--- config.mk ---
export PLATFORM = sky130hd
export DESIGN_NAME = qsao_result
export DESIGN_NICKNAME = d
export VERILOG_FILES = /design/src/hw/rtl/qsao_pkg.sv /design/src/hw/rtl/qsao_result.sv
export SDC_FILE = /design/constraint.sdc
export NUM_CORES = 1
export LEC_CHECK = 0
export BUFFER_PORTS_ARGS = -buffer_cell sky130_fd_sc_hd__clkbuf_2
export CAP_MARGIN = 20
export CORE_AREA = 4 4 314 316
export CTS_CLUSTER_DIAMETER = 150
export DETAILED_ROUTE_END_ITERATION = 6
export DIE_AREA = 0 0 318 320
export PLACE_DENSITY_LB_ADDON = 0.2
export SETUP_SLACK_MARGIN = 0.02
export SLEW_MARGIN = 20
export SYNTH_ARGS = -nofsm -noshare
export SYNTH_HDL_FRONTEND = slang
export SYNTH_SLANG_ARGS = --single-unit
--- constraint.sdc ---
create_clock -name aclk -period 3.3 [get_ports aclk]
set_input_delay 0.495 -clock aclk [delete_from_list [all_inputs] [get_ports aclk]]
set_output_delay 0.495 -clock aclk [all_outputs]
set_load 0.01 [all_outputs]
--- src/hw/rtl/qsao_pkg.sv ---
// Shared constants and types for the quad separating-axis overlap core.
package qsao_pkg;

    localparam int NUM_CORNERS  = 4;
    localparam int NUM_EDGES    = 4;
    localparam int ALL_CORNERS  = 2 * NUM_CORNERS;
    localparam int EDGE_BITS    = $clog2(NUM_EDGES);
    localparam int FIELD_BITS   = 24;
    localparam int S_TDATA_BITS = 2 * NUM_CORNERS * FIELD_BITS;
    localparam int S_TUSER_BITS = 1;
    localparam int M_TDATA_BITS = 8;

    typedef enum logic {
        KIND_LOAD = 1'b0,
        KIND_TEST = 1'b1
    } kind_t;

    typedef logic [EDGE_BITS-1:0] edge_idx_t;

endpackage

--- src/hw/rtl/qsao_result.sv ---
// Interval disjointness check, first-separating-edge select and result register.
module qsao_result #(
    parameter int COORD_BITS = 24
) (
    input  logic                           aclk,
    input  logic                           aresetn,
    input  logic                           in_valid,
    output logic                           in_ready,
    input  logic signed [2*COORD_BITS+1:0] in_rmin [qsao_pkg::NUM_EDGES],
    input  logic signed [2*COORD_BITS+1:0] in_rmax [qsao_pkg::NUM_EDGES],
    input  logic signed [2*COORD_BITS+1:0] in_tmin [qsao_pkg::NUM_EDGES],
    input  logic signed [2*COORD_BITS+1:0] in_tmax [qsao_pkg::NUM_EDGES],
    output logic                           out_valid,
    input  logic                           out_ready,
    output logic                           out_overlap,
    output qsao_pkg::edge_idx_t            out_edge
);
    import qsao_pkg::*;

    logic [NUM_EDGES-1:0] sep;
    logic                 valid_reg;
    logic                 overlap_reg;
    logic                 overlap_next;
    edge_idx_t            edge_reg;
    edge_idx_t            edge_next;

    assign in_ready = !valid_reg || out_ready;

    // Touching intervals still overlap, so the compares are strict
    always_comb begin
        for (int e = 0; e < NUM_EDGES; e++) begin
            sep[e] = (in_rmax[e] < in_tmin[e]) || (in_tmax[e] < in_rmin[e]);
        end
        overlap_next = !(|sep);
        edge_next    = '0;
        for (int e = NUM_EDGES - 1; e >= 0; e--) begin
            if (sep[e]) begin
                edge_next = EDGE_BITS'(e);
            end
        end
    end

    always_ff @(posedge aclk) begin
        if (!aresetn) begin
            valid_reg <= 1'b0;
        end else if (in_ready) begin
            valid_reg <= in_valid;
        end
    end

    always_ff @(posedge aclk) begin
        if (in_ready) begin
            overlap_reg <= overlap_next;
            edge_reg    <= edge_next;
        end
    end

    assign out_valid   = valid_reg;
    assign out_overlap = overlap_reg;
    assign out_edge    = edge_reg;

endmodule

# ---- Yosys cells after proc, flatten, opt, wreduce, memory -nomap -nowiden
# Index checks and enable logic that the tools add are counted.
dict set report classes {
  n_lt_le_gt_ge 8
  muxes 3
  n_reduce_logical 9
}
# cell count
set op_table {}
lappend op_table {{50-bit < comparator} 8}
lappend op_table {{1-bit logical OR} 5}
lappend op_table {{2-bit two-way mux} 2}
lappend op_table {{4-bit OR reduction} 1}
lappend op_table {{1-bit logical NOT} 2}
lappend op_table {{2-bit OR reduction} 1}
lappend op_table {{1-bit two-way mux} 1}
dict set report totals {
  reg_bits 4
  inputBits 804
  out_inout_bits 5
  elab_cells 24
}

# ---- Logic depth before layout (Yosys ltp)
dict set report depth {
  depth_word 5
  mapped_depth 11
  ltp_nobuf 11
}

# ---- Worst setup path before layout
# OpenSTA, ideal clock, no wires.
dict set report synth_timing {
  path_kind {input to register}
  from {input in_tmin[154] (netlist name)}
  to {register edge_reg[1] (netlist: out_edge[1]), data pin}
  setup_ns 0.255
  t_arrival_ns 2.338
  required_ns 3.045
  setup_slack_ns 0.706
  path_stages 11
  n_path_buf 0
  path_cell_list {inv_1 ha_1 a21o_1 a21o_1 a211o_1 a21oi_2 nor3_1 a211o_1 nor4_1 a211o_1 and3b_1}
}
dict set report synth_via {
  elab_chain_len 3
}
# item line_no
set synth_lines {}
lappend synth_lines {{from (decl)} qsao_result.sv:11} ;# input logic signed [2*COORD_BITS+1:0] in_tmin [qsao_pkg::NUM_EDGES],
lappend synth_lines {{50-bit < comparator} qsao_result.sv:32} ;# sep[e] = (in_rmax[e] < in_tmin[e]) || (in_tmax[e] < in_rmin[e]);
lappend synth_lines {{1-bit logical OR} qsao_result.sv:32}
lappend synth_lines {{2-bit OR reduction (no source line)} -}
lappend synth_lines {{to (signal assigned)} qsao_result.sv:54} ;# edge_reg <= edge_next;
lappend synth_lines {{to (decl)} qsao_result.sv:24} ;# edge_idx_t edge_reg;
# No other way between the ends.
# A chain may end at the register's enable or synchronous reset.

# ---- Worst setup path after layout
dict set report layout_timing {
  from {input in_rmin[69] (netlist name)}
  to {register edge_reg[1] (netlist: out_edge[1]), data pin}
}
dict set report layout_via {
  elab_chain_len 3
}
# item line_no
set layout_lines {}
lappend layout_lines {{from (decl)} qsao_result.sv:9} ;# input logic signed [2*COORD_BITS+1:0] in_rmin [qsao_pkg::NUM_EDGES],
lappend layout_lines {{50-bit < comparator} qsao_result.sv:32}
lappend layout_lines {{1-bit logical OR} qsao_result.sv:32}
lappend layout_lines {{2-bit two-way mux} qsao_result.sv:37} ;# if (sep[e]) begin
# No other way between the ends.

==> flow_summary.ini <==
[run_status]
status = complete, no violations

[placed_design]
placedCellCount = 3502
place_congestion = 0.8454
port_buffers = 808
post_dp_cell_area_um2 = 15850
post-dp-hpwl_mm = 54.58

[pwr]
power.internal_mw = 1.123
switching_share = 0.4571
peakVddDrop_mv = 0.1324
p_switching_mw = 0.9453
combPwrFrac = 0.854
leakage_nw = 10.12
p_clk_frac = 0.111
p_per_area_nw_per_um2 = 129.7
pwr-share-seq = 0.034

[critical_path]
cp-end-kind = register
startpoint_type = input pin
crit_arrival_ps = 3030
worstPathRequired_ps = 3290
crit-reg2reg-launch = out_valid
worst_r2r_path_depth = 1
crit_fanout = 2
ff2ff_setup_slack_ps = 2270
reg2reg_to = out_overlap
critPathKind = in2reg

[clock_tree]
cts_buffer_depth = 2
cts_made_buffers = 3
htreeDepth = 1
insertion_delay_ps = 250
cts_tree = built
post_cts_buffers = 0
clkSlewWorstSetupHoldPaths_ps = 50
clock_sinks = 4
ctsRootBufferMaster = clkbuf_16

[grt]
grt_max_degree = 6
grt_pass1_wl_mm = 80.03
grt_antenna_before_repair = 15
grt_pass1_vias = 13310
grt.overflow.total = 0
grt.total_usage = 0.1040

[cells_and_area]
nFillCells = 11210
fin_nets = 3427
stdcell_area_um2 = 15950
postLayoutCoreUtil = 0.1661
multi_input_comb_area_um2 = 8399
final_common_cell = clkbuf_2
final-seq-area_um2 = 110.1
syn2layout_area_growth_pct = 59.38
drive_gt1_frac = 0.3785
final_cell_mix = clkbuf_2, inv_1, ha_1, a21oi_1, a21o_1
layout.cells.non_filler = 3511

[synthesis]
synthAdderAreaFrac = 0.4902
synthArstFlopShare = 0
synthSimpleGateAreaFrac = 0.1308
syn_inst = 1391
synth_compound_area_frac = 0.2135
synthMuxAreaShare = 0
synth_nets = 2587
syn_area_um2 = 10000
yosys_warnings = 0
synth_edf_count = 3
synth_ff_type = edfxtp_1
synth-xor-area-share = 0.004377
yosysSeqAreaShare = 0.01101
ys_seq_elements = 4
syn_area_per_cell_um2 = 7.192
synth_top_family_by_area = adder cells
yosys.cell_types.count = 51

[timing]
clock.fmax_ghz = 0.3284
worstMarginPinSlew_ps = 769.7
maxSlewViolCount = 0
fin_crit_sh = 0.9228
whs_ps = 472.7
rsz0062_at_grt = false
setup_viol = 0
tns_ps = 0
hold_viol_final = 0
slew_headroom = 0.4814
fin_crit_ps = 3045
clock_skew_ps = 13.72

[route]
ant_nets = 0
viasPerCell = 3.494
wire_per_inst_um = 15.85
vias = 12270
drc_errors = 0
finalWirelength_mm = 55.65
firstDrtPassIters = 4
drt_iter0_markers = 271

[floorplan]
die_h_um = 320
die_w_um = 318
core_area_um2 = 95990
dieArea_um2 = 101800
rows = 114
io_pins = 809
initial_core_util = 0.1042

[job]
max-cap-violations = 0

[min_path]
hp-class = in2reg
min-delay-start = in_valid
hold_depth = 3
min_to = out_valid
==> worst max path at each step <==
stage	start	to	slack [ps]	depth (start not counted)
3_5_place_dp	in_rmin[95]	out_edge[1]	-220	13
5_1_grt	in_rmin[93]	out_edge[1]	40	13
2_1_floorplan	in_tmin[154]	out_edge[1]	710	11
6_report	in_rmin[69]	out_edge[1]	250	13
4_1_cts	in_rmin[95]	out_edge[1]	40	13
3_3_place_gp	in_rmin[95]	out_edge[1]	-160	13
==> flip-flops by register name, summed over array words and instances, names as in the netlist <==
register,cells
out_valid,1
out_edge,2
out_overlap,1
==> metal layers <==
layer  wire length [µm]  share of wire  global-route usage
met1              21530           0.39              0.1142
met2              28570           0.51              0.1983
met3               4269          0.077             0.02968
met4               1187          0.021             0.02138
met5                 97         0.0017                   0
==> cell families (layout without fill, tap and decap cells) <==
| group | after synthesis | after routing |
|---|---|---|
| xor gates and xnor gates | 5 | 5 |
| adders and majority gates | 392 | 392 |
| buffers and inverters | 400 | 1239 |
| other | 0 | 5 |
| and+or+nand+nor | 249 | 249 |
| AOI/OAI and AO/OA | 341 | 341 |
| DFF | 4 | 4 |
==> layout make-up <==
| class | instances | area share |
|---|---|---|
| Sequential cell | 4 | 0.006905 |
| Inverter | 400 | 0.09416 |
| Clock buffer | 4 | 0.004944 |
| Multi-Input combinational cell | 987 | 0.5268 |
| Timing Repair Buffer | 835 | 0.2663 |
| Antenna cell | 5 | 0.0007847 |
| Tap cell | 1276 | 0.1001 |
==> timing repair <==
item	CTS	global route
endpoints found under the setup margin	0	2
hold buffers	0	0
resized for setup	0	1
hold endpoints to repair	0	0
==> synth_stat cells (3+ instances only) <==
library cell	count	area, µm²
a21oi_1	134	670.6
xnor2_1	3	26.28
nor4_1	5	31.28
o31ai_1	6	45.04
o21a_1	6	45.04
a221oi_1	8	70.07
edfxtp_1	3	90.09
nor2_1	33	123.9
a21o_1	67	503.0
ha_1	392	4905
o211ai_1	5	37.54
a31oi_1	5	31.28
a211oi_1	21	157.7
nand2b_1	14	87.58
nor3_1	11	55.05
nand4_1	63	394.1
a211o_1	6	52.55
nor2b_1	6	37.54
nand3_1	31	155.2
inv_1	400	1501
and4_1	7	61.31
nand2_1	66	247.7
o21ai_0	55	275.3
a2111oi_0	6	52.55
==> critical path, cell delays in order <==
cell and delay [ps]:
clkbuf_2 70, inv_1 40, ha_1 300, a21oi_1 250, o21ai_0 150, a221oi_1 370, buf_4 180, nand4_1 90
o21ai_0 220, xor2_1 310, buf_4 190, nand4bb_1 160, and3b_1 220
==> through the flow <==
step	setup slack [ps]	total power, mW
2_1_floorplan	706.5	0.9250
3_3_place_gp	-155.3	1.904
3_5_place_dp	-220.1	1.886
4_1_cts	39.45	2.149
5_1_grt	39.02	2.378
6_report	254.6	2.068
==> power groups by stage <==
stage | Combinational (mW) | Clock [mW] | Sequential (mW)
2_1_floorplan | 0.856 | 0 | 0.0691
3_3_place_gp | 1.83 | 0 | 0.0726
3_5_place_dp | 1.81 | 0 | 0.0720
4_1_cts | 1.83 | 0.247 | 0.0716
5_1_grt | 2.06 | 0.248 | 0.0717
6_report | 1.77 | 0.231 | 0.0711
Power figures use the tool's default switching activity.
