## config.mk

```make
export PLATFORM = sky130hd
export DESIGN_NAME = qsao_axis
export DESIGN_NICKNAME = d
export VERILOG_FILES = /design/src/hw/rtl/qsao_pkg.sv /design/src/hw/rtl/qsao_axis.sv
export SDC_FILE = /design/constraint.sdc
export NUM_CORES = 1
export LEC_CHECK = 0
export BUFFER_PORTS_ARGS = -buffer_cell sky130_fd_sc_hd__buf_2
export CAP_MARGIN = 0
export CORE_MARGIN = 3
export CORE_UTILIZATION = 35
export CTS_BUF_LIST = sky130_fd_sc_hd__clkbuf_4 sky130_fd_sc_hd__clkbuf_8
export DETAILED_ROUTE_END_ITERATION = 6
export GPL_TIMING_DRIVEN = 0
export PLACE_DENSITY = 0.65
export SLEW_MARGIN = 10
export SYNTH_ARGS = -nofsm -noshare
export SYNTH_HDL_FRONTEND = slang
export SYNTH_SLANG_ARGS = --single-unit
```

## constraint.sdc

```tcl
create_clock -name aclk -period 66.6 [get_ports aclk]
set_input_delay 13.32 -clock aclk [delete_from_list [all_inputs] [get_ports aclk]]
set_output_delay 13.32 -clock aclk [all_outputs]
set_load 0.005 [all_outputs]
```

## src/hw/rtl/qsao_pkg.sv

```systemverilog
// Shared constants and types for the quad separating-axis overlap core.
package qsao_pkg;

    localparam int NUM_CORNERS  = 4;
    localparam int NUM_EDGES    = 4;
    localparam int ALL_CORNERS  = 2 * NUM_CORNERS;
    localparam int EDGE_BITS    = $clog2(NUM_EDGES);
    localparam int FIELD_BITS   = 24;
    localparam int S_TDATA_BITS = 2 * NUM_CORNERS * FIELD_BITS;
    localparam int S_TUSER_BITS = 1;
    localparam int M_TDATA_BITS = 8;

    typedef enum logic {
        KIND_LOAD = 1'b0,
        KIND_TEST = 1'b1
    } kind_t;

    typedef logic [EDGE_BITS-1:0] edge_idx_t;

endpackage

```

## src/hw/rtl/qsao_axis.sv

```systemverilog
// Reference quad store and edge-normal axis stage.
module qsao_axis #(
    parameter int COORD_BITS = 24
) (
    input  logic                         aclk,
    input  logic                         aresetn,
    input  logic                         in_valid,
    output logic                         in_ready,
    input  qsao_pkg::kind_t              in_kind,
    input  logic signed [COORD_BITS-1:0] in_x [qsao_pkg::NUM_CORNERS],
    input  logic signed [COORD_BITS-1:0] in_y [qsao_pkg::NUM_CORNERS],
    output logic                         out_valid,
    input  logic                         out_ready,
    output logic signed [COORD_BITS:0]   out_ax [qsao_pkg::NUM_EDGES],
    output logic signed [COORD_BITS:0]   out_ay [qsao_pkg::NUM_EDGES],
    output logic signed [COORD_BITS-1:0] out_x [qsao_pkg::ALL_CORNERS],
    output logic signed [COORD_BITS-1:0] out_y [qsao_pkg::ALL_CORNERS]
);
    import qsao_pkg::*;

    logic signed [COORD_BITS-1:0] ref_x_reg [NUM_CORNERS];
    logic signed [COORD_BITS-1:0] ref_y_reg [NUM_CORNERS];
    logic                         valid_reg;
    logic signed [COORD_BITS:0]   ax_reg [NUM_EDGES];
    logic signed [COORD_BITS:0]   ay_reg [NUM_EDGES];
    logic signed [COORD_BITS:0]   ax_next [NUM_EDGES];
    logic signed [COORD_BITS:0]   ay_next [NUM_EDGES];
    logic signed [COORD_BITS-1:0] x_reg [ALL_CORNERS];
    logic signed [COORD_BITS-1:0] y_reg [ALL_CORNERS];
    logic                         load_fire;

    assign in_ready  = !valid_reg || out_ready;
    assign load_fire = in_valid && in_ready && (in_kind == KIND_LOAD);

    // Axis of edge i -> i+1 is (-(y1 - y0), x1 - x0)
    for (genvar e = 0; e < NUM_EDGES; e++) begin : g_axis
        localparam int J = (e + 1) % NUM_CORNERS;
        assign ax_next[e] = (COORD_BITS+1)'(ref_y_reg[e]) - (COORD_BITS+1)'(ref_y_reg[J]);
        assign ay_next[e] = (COORD_BITS+1)'(ref_x_reg[J]) - (COORD_BITS+1)'(ref_x_reg[e]);
    end

    always_ff @(posedge aclk) begin
        if (!aresetn) begin
            valid_reg <= 1'b0;
            for (int c = 0; c < NUM_CORNERS; c++) begin
                ref_x_reg[c] <= '0;
                ref_y_reg[c] <= '0;
            end
        end else begin
            // Load words update the store and drop out here
            if (in_ready) begin
                valid_reg <= in_valid && (in_kind == KIND_TEST);
            end
            if (load_fire) begin
                for (int c = 0; c < NUM_CORNERS; c++) begin
                    ref_x_reg[c] <= in_x[c];
                    ref_y_reg[c] <= in_y[c];
                end
            end
        end
    end

    always_ff @(posedge aclk) begin
        if (in_ready) begin
            for (int e = 0; e < NUM_EDGES; e++) begin
                ax_reg[e] <= ax_next[e];
                ay_reg[e] <= ay_next[e];
            end
            for (int c = 0; c < NUM_CORNERS; c++) begin
                x_reg[c]               <= ref_x_reg[c];
                y_reg[c]               <= ref_y_reg[c];
                x_reg[c + NUM_CORNERS] <= in_x[c];
                y_reg[c + NUM_CORNERS] <= in_y[c];
            end
        end
    end

    assign out_valid = valid_reg;
    assign out_ax    = ax_reg;
    assign out_ay    = ay_reg;
    assign out_x     = x_reg;
    assign out_y     = y_reg;

endmodule

```

After elaboration in Yosys (flattened, before gate mapping)
Memory sizes are Yosys's and may differ from the RTL's.
Index checks and enable logic that the tools add are counted.
- bits in registers: 585
- RAM bits: 192
- output and inout port bits: 586
- logic and storage cells: 61
- memories kept: 2
- memory list (memory ; words ; width ; read ports ; clocked after memory_dff ; wr ports ; RTL line ; RTL):
    ref_x_reg ; 4 ; 24 ; 4 ; 0 ; 4 ; qsao_axis.sv:21 ; logic signed [COORD_BITS-1:0] ref_x_reg [NUM_CORNERS];
    ref_y_reg ; 4 ; 24 ; 4 ; 0 ; 4 ; qsao_axis.sv:22 ; logic signed [COORD_BITS-1:0] ref_y_reg [NUM_CORNERS];
- add/subtract/negate cells: 8
- muxes and demuxes: 12
- bitwise logic cells: 9
- reductions and logical operators: 5
- operators with widths (cell ; count):
    24-bit by 24-bit subtractor with 25-bit output ; 8
    24-bit 2-to-1 mux ; 8
    1-bit OR ; 8
    1-bit 2-to-1 mux ; 4
    1-bit logical AND ; 3
    1-bit zero test ; 1
    1-bit logical OR ; 1
    1-bit NOT ; 1

Depth between registers and ports, before layout
Gate-level depths: netlist of the first run.
- word-level depth: 8
- mapped depth: 11
- depth with buffers taken out: 11

Least setup slack after synthesis of the first run
No wires, ideal clock.
- path kind: input-to-output
- start point: input out_ready
- end point: output in_ready
- data arrival time: 27295 ps
- required time: 53280 ps
- setup slack: 25985 ps
- stages: 1
- path buffers: 0
- path through: nand2b_1
- longest elaborated chain between the ends: 1
- RTL lines (element ; RTL line ; RTL):
    start, declared ; qsao_axis.sv:13 ; input logic out_ready,
    1-bit logical OR ; qsao_axis.sv:32 ; assign in_ready = !valid_reg || out_ready;
    end, declared ; qsao_axis.sv:8 ; output logic in_ready,
No other way between the ends.

Worst setup path after layout of the first run
Ends and elaborated chain as after synthesis.

==> metrics.cfg, run 1 <==
[yosys]
synth_edf_count=776
synth_flop_cell=edfxtp_1
synth_seq_area_share_pct=67.5
ys_types=69
ys_warn_count=0
ys_ff_latch=777
syn_area_sq_um=34600
async_reset_ff_share_pct=0
synth_nets=2857
synth_cells=2460
postSynthAreaPerCell_sq_um=14.0

[placement]
gp_congestion=0.875
dp_slack_ps=38290
io_buffer_count=782
placedCellCount=4531
placed_area_sq_um=40400
dp_hpwl_microns=81000

[worst_hold_path]
min_from=ref_y_reg[0][4]$_SDFFCE_PN0P_
hold_class=register to register

[pwr]
p_leak_nw=18.7
p_per_area_nw_per_um2=30.5
irDropWorstVdd_v=0.0000200
power.total_mw=1.31

[routing]
viasPerCell=4.85
drc=0
wl_per_cell_microns=21.7
wirelength_microns=104000
ant_nets=0
drt-initial-drc-count=1761
first_pass_iters=5
vias=23200

[timing]
hold_viol=0
hold-worst-slack_ps=477
setup_tns_ps=0
finalMaxSlewViolations=0
worst_slack_ps=38300
fin_skew_ps=38.0
fin_crit_sh_pct=42.5
slew_headroom_pct=25.1
maxClockFrequency_mhz=35.3
period_needed_ps=28300
finalSetupViolations=0
worstMarginPinSlew_ps=1110
rsz0062_at_grt=false

[finish]
drive_gt1_share_pct=29.2
instances_no_fill=4783
area_growth_pct=24.7
nNetsFinal=3790
stdcell_area_sq_um=43100
fin_util_pct=44.3

[global_route]
grt_max_degree=64
grt_pass1_vias=22700
antenna_found_initial=11
grt_pass1_wl_microns=148000
overflow=0
grtUsageTotal_pct=19.7

[clocking]
cts_root_buffer=clkbuf_8
cts_tree=done
clock-sinks=777
cts.clk_slew.worst_paths_ps=60
clk_latency_ps=830
cts.repair.resized=0
cts_setup_buffers=0
htree_levels=4
numCtsBuffers=136
holdBufCountCts=0
clockBufferDepth=3

[run]
drv_cap=0

[die]
fp.coreArea_sq_um=97300
die_area_sq_um=103000
die_w_microns=320
num_rows=114
die_h_microns=320
initial_utilization_pct=35.5
pin_count=783

[critical_path]
crit_path_start_kind=input pin
crit_start=out_ready
r2r-start=ref_x_reg[0][49]$_SDFFCE_PN0P_
cp_max_fo=55
cp.required_ps=53280
arrival_ps=14980
critPathKind=input pin to output port
endpoint_kind=output port

[outcome]
outcome=finished clean

-- Yosys cell counts, drive strengths merged, types with 37 or more instances --
cell type,count,area (sq um)
a21o,78,586
a21oi,162,811
and2,195,1220
clkbuf,37,139
edfxtp,776,23300
ha,192,2400
inv,244,916
nand2,86,323
nor2,115,432
o21a,45,338
o21ai,77,385
xnor2,100,876
xor2,54,473
-- cells by family (layout without fill, tap and decap cells) --
kind of cell / Yosys count / count (layout) / synth area share [%]
and+or+nand+nor: 545 / 545 / 8.47
buffers and inverters: 282 / 1318 / 3.06
other: 0 / 11 / 0
adders and majority gates: 200 / 200 / 7.42
muxes: 2 / 2 / 0.0579
AOI/OAI and AO/OA: 500 / 500 / 9.59
xor gates and xnor gates: 154 / 154 / 3.90
DFF: 777 / 777 / 67.5
-- report_power, final --
group          leakage [nW]  total (mW)  switching [mW]  internal [mW]
Combinational          9.06       0.243           0.143          0.100
Clock                  1.38       0.433           0.201          0.232
Sequential             8.28       0.638          0.0258          0.613
Total                  18.7        1.31           0.370          0.945
-- final timing paths --
path / endpoint / slack, ps / cells past startpoint
worst max-delay path: in_ready / 38300 / 5
worst min-delay path: out_y[172]$_DFFE_PN_ / 480 / 0
worst max register to register: out_ay[46]$_DFFE_PN_ / 62770 / 10
worst min register to register: out_y[172]$_DFFE_PN_ / 480 / 0
-- per-layer routing --
layer	routed length [microns]	GRT usage (%)	share of wire, %
met1	44100	25.5	42
met2	48200	31.4	46
met3	8430	6.17	8.1
met4	3100	6.86	3.0
met5	33	0	0.032
-- placed cells by master, fill, tap and decap left out, types with 69 or more instances in the layout --
cell type  synthesis  routed
nand2_1           86      85
a21o_1            78      78
clkbuf_8           0     139
xnor2_1          100     100
buf_2              0     782
edfxtp_1         776     776
a21oi_1          162     162
inv_1            244     244
nor2_1           115     115
ha_1             192     192
and2_1           194     194
o21ai_0           69      69
-- critical path, stage by stage --
cell	delay, ps
buf_2	70
nand2b_4	600
buf_16	340
buf_16	290
buf_2	180
-- final cells by class --
class                      count  area, sq um
buffer                        38          145
tap                         1276         1600
sequential                   777        23300
clock inverter                71          495
clock buffer                 170         2150
multi-input combinational   1401        10200
fill                        8940        54200
inverter                     244          916
antenna                       11         27.5
timing repair buffer         795         4260
Note: power is estimated with default switching activity, not from simulation.
==> run 2: changes to the inputs <==
--- a/config.mk
+++ b/config.mk
@@ -5,6 +5,7 @@
 export SDC_FILE = /design/constraint.sdc
 export NUM_CORES = 1
 export LEC_CHECK = 0
+export ABC_AREA = 1
 export BUFFER_PORTS_ARGS = -buffer_cell sky130_fd_sc_hd__buf_2
 export CAP_MARGIN = 0
 export CORE_MARGIN = 3
@@ -12,7 +13,7 @@
 export CTS_BUF_LIST = sky130_fd_sc_hd__clkbuf_4 sky130_fd_sc_hd__clkbuf_8
 export DETAILED_ROUTE_END_ITERATION = 6
 export GPL_TIMING_DRIVEN = 0
-export PLACE_DENSITY = 0.65
+export PLACE_DENSITY = 0.64
 export SLEW_MARGIN = 10
 export SYNTH_ARGS = -nofsm -noshare
 export SYNTH_HDL_FRONTEND = slang
==> constraint.sdc (replaced) <==
create_clock -name aclk -period 29.7 [get_ports aclk]
set_input_delay 5.94 -clock aclk [delete_from_list [all_inputs] [get_ports aclk]]
set_output_delay 5.94 -clock aclk [all_outputs]
set_load 0.005 [all_outputs]
==> run 2 against run 1 <==
Clock-buffer cell count rose by 4. Via count rose by 38%. Sequential share of layout area fell by 6.5 points. Area after synthesis rose by 16%. Critical path type unchanged. Critical endpoint unchanged. Largest cell class unchanged. Highest routed layer unchanged.
==> metrics.cfg, run 2 <==
[finish]
stdcell_area_sq_um=49000
area_growth_pct=22.0
final_cell_mix=nand2_1 (1384), inv_1 (1100), buf_2 (802)
seqCellArea_sq_um=23300
fin_util_pct=43.3
final_common_cell=nand2_1
nNetsFinal=5754
multiInputGateArea_sq_um=12600
drive_gt1_share_pct=20.2
fill_cells=11200

[yosys]
synth_flop_cell=edfxtp_1
ys_ff_latch=777
ys_types=22
synth_cells=4424
synth_top_cell_by_area=edfxtp_1
synth_nets=4821
synth_seq_area_share_pct=58.1
async_reset_ff_share_pct=0
yosysMostFrequentCell=nand2_1
synth_edf_count=776
syn_area_sq_um=40200
synth_common_cells=nand2_1 (1386), inv_1 (1100), edfxtp_1 (776), nor2_1 (391), ha_1 (192)
synth_top_area_share_pct=58.0
postSynthAreaPerCell_sq_um=9.08
synthTopCellsByArea=edfxtp_1 (58%), nand2_1 (13%), inv_1 (10%)
ys_warn_count=0

[pwr]
irDropWorstVdd_v=0.0000384
p_per_area_nw_per_um2=62.1
power.total_mw=3.04
p_leak_nw=25.4

[die]
pin_count=783
initial_utilization_pct=35.5
fp.coreArea_sq_um=113000
die_w_microns=345
num_rows=123
die_area_sq_um=119000
die_h_microns=345

[run]
drv_cap=0

[placement]
io_buffer_count=782
gp_congestion=0.939
dp_hpwl_microns=119000
placed_area_sq_um=46300

[routing]
wl_per_cell_microns=20.9
vias=32000
wirelength_microns=145000
viasPerCell=4.60
first_pass_iters=6
drt-initial-drc-count=3136
ant_nets=0
drc=0

[critical_path]
cp_cell_sequence=buf_2, inv_1, nand2_4, buf_16, buf_16, buf_2
slowest_stage=nand2_4
reg2reg_slack_ps=27010
crit_path_start_kind=input pin
cp.required_ps=23760
critPathKind=input pin to output port
endpoint_kind=output port
cp_max_fo=47
cp_slowest_stage_delay_ps=400
critical-path-top-delay-family=buffers and inverters
arrival_ps=7380
crit_buf_inv=5

[clocking]
cts.repair.resized=0
holdBufCountCts=0
cts_root_buffer=clkbuf_8
clockBufferDepth=3
cts_setup_buffers=0
cts.clk_slew.worst_paths_ps=60
htree_levels=4
clock-sinks=777
clk_latency_ps=810
cts_tree=done
numCtsBuffers=135

[global_route]
top_usage_layer=met1
grt_use_met2_pct=34.3
grt_util_met3_pct=5.77
grtUsageTotal_pct=23.6
overflow=0
use_met1_pct=34.5
grt_pass1_wl_microns=200000
grt_max_degree=68
grt_pass1_vias=29600
antenna_found_initial=20

[timing]
finalMaxSlewViolations=0
worstMarginPinSlew_ps=843
maxClockFrequency_mhz=75.1
period_needed_ps=13320
fin_skew_ps=45.6
setup_tns_ps=0
rsz0062_at_grt=false
finalSetupViolations=0
fin_crit_sh_pct=44.8
slew_headroom_pct=43.8
hold_viol=0

[worst_hold_path]
hold_class=register to register

[outcome]
outcome=finished clean

==> run 2: cell types whose count changed after synthesis, sizes merged, moves of 36 or more <==
cell    previous run  this run
xnor2            100         8
xor2              54        94
a21oi            162        99
nand3             21       163
a21o              78         0
nand2             86      1413
o21a              45         0
o21ai             77         0
and2             195        11
clkbuf            37         1
nor2             115       443
inv              244      1100
==> run 2: cell type report <==
type                    count  area share [%]
flip-flops and latches    777            47.6
repair buffers            796            8.74
clock buffers             174            4.48
plain buffers              21           0.212
well taps                1500            3.83
clock inverters            54           0.940
diodes                      3          0.0153
multi-input cells        2526            25.7
inverters                1100            8.43
==> run 2: cells by family after synthesis <==
| logic type | after synthesis | share of synthesized area, % |
|---|---|---|
| AO/OA/AOI/OAI | 100 | 1.25 |
| XOR/XNOR | 102 | 2.23 |
| adder cells (fa/ha/maj) | 200 | 6.38 |
| buffers and inverters | 1121 | 10.5 |
| flip-flops | 777 | 58.1 |
| AND/OR/NAND/NOR | 2124 | 21.5 |
==> run 2: final timing paths <==
path / from / to / cells after the start
setup / recovery: out_ready / in_ready / 6
setup reg to reg: out_valid$_SDFFE_PN0N_ / ref_y_reg[0][3]$_SDFFCE_PN0P_ / 5
hold / removal: ref_y_reg[0][0]$_SDFFCE_PN0P_ / out_y[168]$_DFFE_PN_ / 0
hold reg to reg: ref_y_reg[0][0]$_SDFFCE_PN0P_ / out_y[168]$_DFFE_PN_ / 0
==> run 2: power breakdown <==
group	internal [mW]	total [mW]	leakage (nW)	switching (mW)
sequential	1.36	1.43	8.36	0.0727
combinational	0.211	0.623	15.7	0.411
clock	0.536	0.990	1.37	0.455
total	2.10	3.04	25.4	0.939
==> run 2: through the flow <==
step	worst slack (ps)	std cells	hold WS [ps]
after CTS	16400	6948	503
after detailed placement	16380	6720	489
after global routing	16270	6950	530
after floorplan	5450	4424	454
after global placement	-3060	6706	480
final	16380	6951	502
==> run 2: metal layers <==
metal / vias up / wire, microns
met3: 208 / 12100
met1: 15000 / 66400
met4: 4 / 4390
li1: 15600 / -
met2: 1159 / 62100
met5: - / 21
